$ cat src/hdl/pcif_pkg.sv
`timescale 1ns / 1ps
// ----------------------------------------------------------------------------
// pcif_pkg
// Types, codes and helper functions for the press cycle interlock controller.
// ----------------------------------------------------------------------------
package pcif_pkg;

  localparam int unsigned StateW = 4;
  localparam int unsigned DriveW = 2;

  typedef enum logic [StateW-1:0] {
    ST_ENTRY_HOLD        = 4'd0,
    ST_INIT_UP           = 4'd1,
    ST_READY_TOP         = 4'd2,
    ST_PRESS_DOWN        = 4'd3,
    ST_PAUSE_PRESS       = 4'd4,
    ST_RET_SUCCESS       = 4'd5,
    ST_PAUSE_RET_SUCCESS = 4'd6,
    ST_RET_ABORTED       = 4'd7,
    ST_PAUSE_RET_ABORTED = 4'd8,
    ST_SAFE_STOP         = 4'd9
  } press_state_e;

  typedef enum logic [DriveW-1:0] {
    DRV_STOP = 2'd0,
    DRV_UP   = 2'd1,
    DRV_DOWN = 2'd2
  } drive_e;

  // One tick's sensor snapshot.
  typedef struct packed {
    logic start_rise;
    logic overcurrent_edge;
    logic overcurrent_level;
    logic bottom_edge;
    logic bottom_level;
    logic top_edge;
    logic top_level;
    logic door_shut;
    logic fault_reset_req;
    logic estop;
  } sensors_t;

  // Operational entry: open door pauses, else climb until the top endstop.
  function automatic press_state_e entry_state(input logic door, input logic top);
    press_state_e s;
    if (!door) begin
      s = ST_ENTRY_HOLD;
    end else if (!top) begin
      s = ST_INIT_UP;
    end else begin
      s = ST_READY_TOP;
    end
    return s;
  endfunction

  function automatic drive_e drive_of(input press_state_e s);
    drive_e d;
    case (s)
      ST_INIT_UP, ST_RET_SUCCESS, ST_RET_ABORTED: d = DRV_UP;
      ST_PRESS_DOWN:                              d = DRV_DOWN;
      default:                                    d = DRV_STOP;
    endcase
    return d;
  endfunction

endpackage

$ cat src/hdl/press_cycle_interlock_fsm_top.sv
`timescale 1ns / 1ps
// ----------------------------------------------------------------------------
// press_cycle_interlock_fsm_top
// Press cycle interlock state machine with streaming sensor input and
// streaming state/drive output.
// ----------------------------------------------------------------------------
//
//  Channel   Direction  Width  Contents
//  s_axis    in         16     one sensor snapshot per transfer
//  m_axis    out        8      new state, drive command, success/abort pulses
//
// A snapshot is captured in the input register; from there the next-state
// logic writes the state register and the result register together, once
// the result register is free or emptying. One transfer per cycle is
// sustained while the output is not stalled; the only loop is the state
// register update.
// Reset puts the machine in the entry hold state with operational re-entry
// pending. A stalled output holds the result register and the input register
// fills behind it; the input side stalls only when both are occupied.
// ----------------------------------------------------------------------------
module press_cycle_interlock_fsm_top
  import pcif_pkg::*;
(
  input  logic        clk_i,
  input  logic        rst_ni,
  // tdata bits from bit 0: estop, fault_reset_req, door_shut, top_level,
  // top_edge, bottom_level, bottom_edge, overcurrent_level, overcurrent_edge,
  // start_rise, then six zero bits.
  input  logic        s_axis_tvalid_i,
  output logic        s_axis_tready_o,
  input  logic [15:0] s_axis_tdata_i,
  // tdata bits from bit 0: press_state[3:0], drive_cmd[5:4], success_pulse[6],
  // abort_pulse[7].
  output logic        m_axis_tvalid_o,
  input  logic        m_axis_tready_i,
  output logic [7:0]  m_axis_tdata_o
);

  // Input register stage.
  logic     in_valid_q;
  sensors_t in_q;

  // Machine state.
  press_state_e state_q, state_d;
  logic         reentry_q, reentry_d;

  // Result register stage.
  logic         out_valid_q;
  press_state_e out_state_q;
  drive_e       out_drive_q;
  logic         out_succ_q, out_abrt_q;
  logic         succ_d, abrt_d;

  // The input stage advances when the result register is free or emptying.
  logic advance;
  assign advance         = in_valid_q && (!out_valid_q || m_axis_tready_i);
  assign s_axis_tready_o = !in_valid_q || advance;

  always_ff @(posedge clk_i or negedge rst_ni) begin
    if (!rst_ni) begin
      in_valid_q <= 1'b0;
    end else if (s_axis_tready_o) begin
      in_valid_q <= s_axis_tvalid_i;
    end
  end

  always_ff @(posedge clk_i) begin
    if (s_axis_tready_o && s_axis_tvalid_i) begin
      in_q <= s_axis_tdata_i[9:0];
    end
  end

  // Next-state logic for one snapshot.
  always_comb begin
    state_d   = state_q;
    reentry_d = reentry_q;
    succ_d    = 1'b0;
    abrt_d    = 1'b0;
    if (state_q == ST_SAFE_STOP) begin
      // Only a fault reset without emergency stop leaves the safe stop.
      if (in_q.fault_reset_req && !in_q.estop) begin
        state_d   = entry_state(in_q.door_shut, in_q.top_level);
        reentry_d = 1'b0;
      end
    end else if (in_q.estop) begin
      state_d   = ST_SAFE_STOP;
      reentry_d = 1'b1;
    end else if (reentry_q) begin
      state_d   = entry_state(in_q.door_shut, in_q.top_level);
      reentry_d = 1'b0;
    end else begin
      case (state_q)
        ST_ENTRY_HOLD: begin
          if (in_q.door_shut) begin
            state_d = in_q.top_level ? ST_READY_TOP : ST_INIT_UP;
          end
        end
        ST_INIT_UP: begin
          if (!in_q.door_shut) begin
            state_d = ST_ENTRY_HOLD;
          end else if (in_q.top_edge) begin
            state_d = ST_READY_TOP;
          end
        end
        ST_READY_TOP: begin
          if (in_q.door_shut && in_q.start_rise) begin
            state_d = ST_PRESS_DOWN;
          end
        end
        ST_PRESS_DOWN: begin
          // Door first, then completion by endstop or over-current, then abort.
          if (!in_q.door_shut) begin
            state_d = ST_PAUSE_PRESS;
          end else if (in_q.bottom_edge || in_q.overcurrent_edge) begin
            state_d = ST_RET_SUCCESS;
            succ_d  = 1'b1;
          end else if (in_q.start_rise) begin
            state_d = ST_RET_ABORTED;
            abrt_d  = 1'b1;
          end
        end
        ST_PAUSE_PRESS: begin
          // On resume, a level already at the bottom or over-current counts
          // as a completed press.
          if (in_q.door_shut) begin
            if (in_q.bottom_level || in_q.overcurrent_level) begin
              state_d = ST_RET_SUCCESS;
              succ_d  = 1'b1;
            end else begin
              state_d = ST_PRESS_DOWN;
            end
          end
        end
        ST_RET_ABORTED: begin
          if (!in_q.door_shut) begin
            state_d = ST_PAUSE_RET_ABORTED;
          end else if (in_q.top_edge) begin
            state_d = ST_READY_TOP;
          end
        end
        ST_PAUSE_RET_ABORTED: begin
          if (in_q.door_shut) begin
            state_d = in_q.top_level ? ST_READY_TOP : ST_RET_ABORTED;
          end
        end
        ST_RET_SUCCESS: begin
          if (!in_q.door_shut) begin
            state_d = ST_PAUSE_RET_SUCCESS;
          end else if (in_q.top_edge) begin
            state_d = ST_READY_TOP;
          end
        end
        ST_PAUSE_RET_SUCCESS: begin
          if (in_q.door_shut) begin
            state_d = in_q.top_level ? ST_READY_TOP : ST_RET_SUCCESS;
          end
        end
        default: begin
          // Unused codes re-enter through operational entry resolution.
          state_d = entry_state(in_q.door_shut, in_q.top_level);
        end
      endcase
    end
  end

  always_ff @(posedge clk_i or negedge rst_ni) begin
    if (!rst_ni) begin
      state_q     <= ST_ENTRY_HOLD;
      reentry_q   <= 1'b1;
      out_valid_q <= 1'b0;
    end else begin
      if (advance) begin
        state_q     <= state_d;
        reentry_q   <= reentry_d;
        out_valid_q <= 1'b1;
      end else if (m_axis_tready_i) begin
        out_valid_q <= 1'b0;
      end
    end
  end

  // Every pulse-raising transition changes the state, so the flags pass as is.
  always_ff @(posedge clk_i) begin
    if (advance) begin
      out_state_q <= state_d;
      out_drive_q <= drive_of(state_d);
      out_succ_q  <= succ_d;
      out_abrt_q  <= abrt_d;
    end
  end

  assign m_axis_tvalid_o = out_valid_q;
  assign m_axis_tdata_o  = {out_abrt_q, out_succ_q, out_drive_q, out_state_q};

endmodule
$ cat config.mk
export PLATFORM = sky130hd
export DESIGN_NAME = press_cycle_interlock_fsm_top
export DESIGN_NICKNAME = d
export VERILOG_FILES = /design/src/hdl/pcif_pkg.sv /design/src/hdl/press_cycle_interlock_fsm_top.sv
export SDC_FILE = /design/constraint.sdc
export NUM_CORES = 1
export LEC_CHECK = 0
export ABC_AREA = 1
export BUFFER_PORTS_ARGS = -buffer_cell sky130_fd_sc_hd__buf_4
export CAP_MARGIN = 20
export CELL_PAD_IN_SITES_DETAIL_PLACEMENT = 0
export CELL_PAD_IN_SITES_GLOBAL_PLACEMENT = 2
export CORE_MARGIN = 2
export CORE_UTILIZATION = 31
export DETAILED_ROUTE_END_ITERATION = 6
export HOLD_SLACK_MARGIN = 0.08
export PLACE_DENSITY_LB_ADDON = 0.1
export SYNTH_ARGS = -nofsm -noshare
export SYNTH_HDL_FRONTEND = slang
export SYNTH_SLANG_ARGS = --single-unit
$ cat constraint.sdc
create_clock -name clk_i -period 2.21 [get_ports clk_i]
set_clock_uncertainty 0.15 [all_clocks]
set_input_delay 0.221 -clock clk_i [delete_from_list [all_inputs] [get_ports clk_i]]
set_output_delay 0.221 -clock clk_i [all_outputs]
set_load 0.02 [all_outputs]
==> reports/qor.yml <==
slew_violations: 0
dp_hpwl_mm: 2.29
num_rows: 24
cts_buffers: 3
peakVddDrop_uv: 382
drt-vias-per-instance: 4.48
multi_input_area_um2: 577
p_seq_share_pct: 41.4
internal_power_mw: 1.01
arrival_ps: 1770
grt_pass1_vias: 1162
cp-end-kind: "flop"
finalCritPeriodShare_pct: 85.2
clkLatencyLatePin_ps: 270
dieArea_mm2: 0.00506
rsz0062_at_grt: "false"
die_w_um: 71.1
path_class: "reg -> reg"
synthArstFlopShare_pct: 28.0
avgSynthCellArea_um2: 8.47
cts_tree: "yes"
drt-pass1-iter-count: 4
cp_max_fo: 7
htreeDepth: 1
hp-class: "in -> async"
nets: 224
synth.distinct_cells: 27
cts_buffer_depth: 2
start_util_pct: 32.1
ys_warn_count: 0
crit-reg2reg-capture: "out_drive_q[0]"
power_mw: 1.70
port_buffers: 23
fp.dieH_um: 71.1
antenna_found_initial: 0
fin_crit_ps: 1880
combPwrFrac_pct: 42.3
finalSetupViolCount: 0
synth_edf_count: 18
fp.coreArea_mm2: 0.00435
yosysSeqAreaShare_pct: 51.3
fillers: 442
r2r_cells: 8
p_leak_nw: 0.826
syn_inst: 165
area_growth_pct: 28.9
num_io_pins: 30
drive_gt1_share_pct: 29.6
num_vias: 1143
grt_pass1_wl_mm: 5.46
pwr-share-clk_pct: 16.4
worst_pin_slew_ps: 429
wl_per_cell_um: 11.9
maxSlewHeadroom_pct: 71.4
finalSetupTns_ps: 0
whs_ps: 132
antenna_cells: 0
drv_cap: 0
netlist_area_mm2: 0.00140
placedCellCount: 238
max_freq_mhz: 531
synth_flop_cell: "edfxtp_1"
syn_nets: 185
p_sw_share_pct: 40.8
grt_max_degree: 16
finalHoldViolCount: 0
wl_mm: 3.04
numClockSinks: 25
grt_overflow: 0
regArea_um2: 717
power_density_mw_per_mm2: 942
clk_pin_slew_ps: 100
r2r_start: "state_q[3]"
antenna_left: 0
startpoint_type: "flop"
gp_congestion: 0.803
power_switching_mw: 0.692
status: "complete, no violations"
post-route-drc-count: 0
finalNonFillerCells: 255
root_buffer: "clkbuf_8"
ys_ff_latch: 25
worst-r2r-setup-slack_ps: 330
globalRouteTotalUtil_pct: 13.5
drtIter0Drc: 71
crit_required_ps: 2100
## per-layer routing
metal	vias to the layer above	GRT usage, %	wire [µm]
li1	598	-	-
met4	0	3.98	39
met1	510	18.2	1420
met3	4	2.56	130
met2	31	22.2	1440
met5	-	0	0
## flip-flops by register name (all words and copies together), names as in the netlist
name / flops
in_q: 10
in_valid_q: 1
m_axis_tvalid_o: 1
out_abrt_q: 1
out_drive_q: 2
out_state_q: 4
out_succ_q: 1
reentry_q: 1
state_q: 4
## final cells by class
cell class	count	share of cell area [%]
Clock buffer	3	2.29
Clock inverter	1	0.417
Inverter	22	4.65
Multi-Input combinational cell	115	32.0
Sequential cell	25	39.8
Tap cell	52	3.61
Timing Repair Buffer	37	17.2
## cells in the final DEF, fill, tap and decap left out
master         Yosys  layout
nand2_1           49      49
buf_4              2      24
edfxtp_1          18      18
inv_1             17      17
nor2_1            14      14
dlygate4sd3_1      0      13
nand3_1           11      11
nand2_2            8       8
nor2_2             7       7
o21ai_0            7       7
dfrtp_1            6       6
a21oi_1            5       5
inv_2              4       4
nand3_2            3       3
clkbuf_8           0       3
clkinv_2           1       1
nand3b_1           1       1
nor2_4             1       1
a21boi_2           1       1
nor3b_2            1       1
or2_2              1       1
and2_0             1       1
nand2_4            1       1
o211ai_2           1       1
a21oi_2            1       1
nor3_1             1       1
o21ai_2            1       1
clkinvlp_4         0       1
dfstp_2            1       1
## logic make-up after synthesis
logic type | count (synthesis) | share of synthesized area [%]
AOI/OAI and AO/OA | 16 | 7.25
buffers and inverters | 25 | 7.43
and+or+nand+nor | 99 | 34.0
DFF | 25 | 51.3
## synthesized netlist by cell type, drive strengths merged, types with 3 or more instances
cell type / instances / area share (%)
nor2: 22 / 7.7
buf: 3 / 1.4
a21oi: 6 / 2.4
nand2: 58 / 18
inv: 21 / 5.6
dfrtp: 6 / 11
o21ai: 8 / 3.1
edfxtp: 18 / 39
nand3: 14 / 6.1
## through the flow
stage	setup slack, ps	cell area, µm²	util, %
2_1_floorplan	571	1400	-
3_3_place_gp	324	1620	37.3
3_5_place_dp	350	1620	37.3
4_1_cts	330	1800	41.4
5_1_grt	147	1800	41.4
6_report	327	1800	41.4
## how the worst max path moves through the flow
stage | startpoint | to | slack (ps) | depth (start not counted)
6_report | state_q[3] | out_drive_q[0] | 330 | 8
5_1_grt | state_q[1] | out_drive_q[1] | 150 | 10
4_1_cts | state_q[3] | out_drive_q[0] | 330 | 8
3_5_place_dp | state_q[3] | out_drive_q[0] | 350 | 8
3_3_place_gp | state_q[1] | out_drive_q[1] | 320 | 10
2_1_floorplan | state_q[0] | out_drive_q[1] | 570 | 10
## timing repair
action                     CTS  global route
setup endpoints to repair    0             0
gates resized for setup      0             0
hold buffers                13             0
hold endpoints to repair    19             0
setup buffers                0             0
## power groups by stage
stage	registers [mW]	logic, mW	clock network (mW)
after global routing	0.713	0.814	0.308
after global placement	0.710	0.707	0
after detailed placement	0.712	0.704	0
after floorplan	0.733	0.484	0
after CTS	0.702	0.722	0.292
final	0.702	0.717	0.278
## critical path, stage by stage (launching register included)
cell     delay (ps)
dfrtp_1         460
nor2_2          310
nand2_2         140
nor3b_2         210
nor2_1           80
nand3_1          70
nand2_1          80
nand2_4          90
a21oi_2          50
No activity file was read; power rests on OpenSTA's default activity.
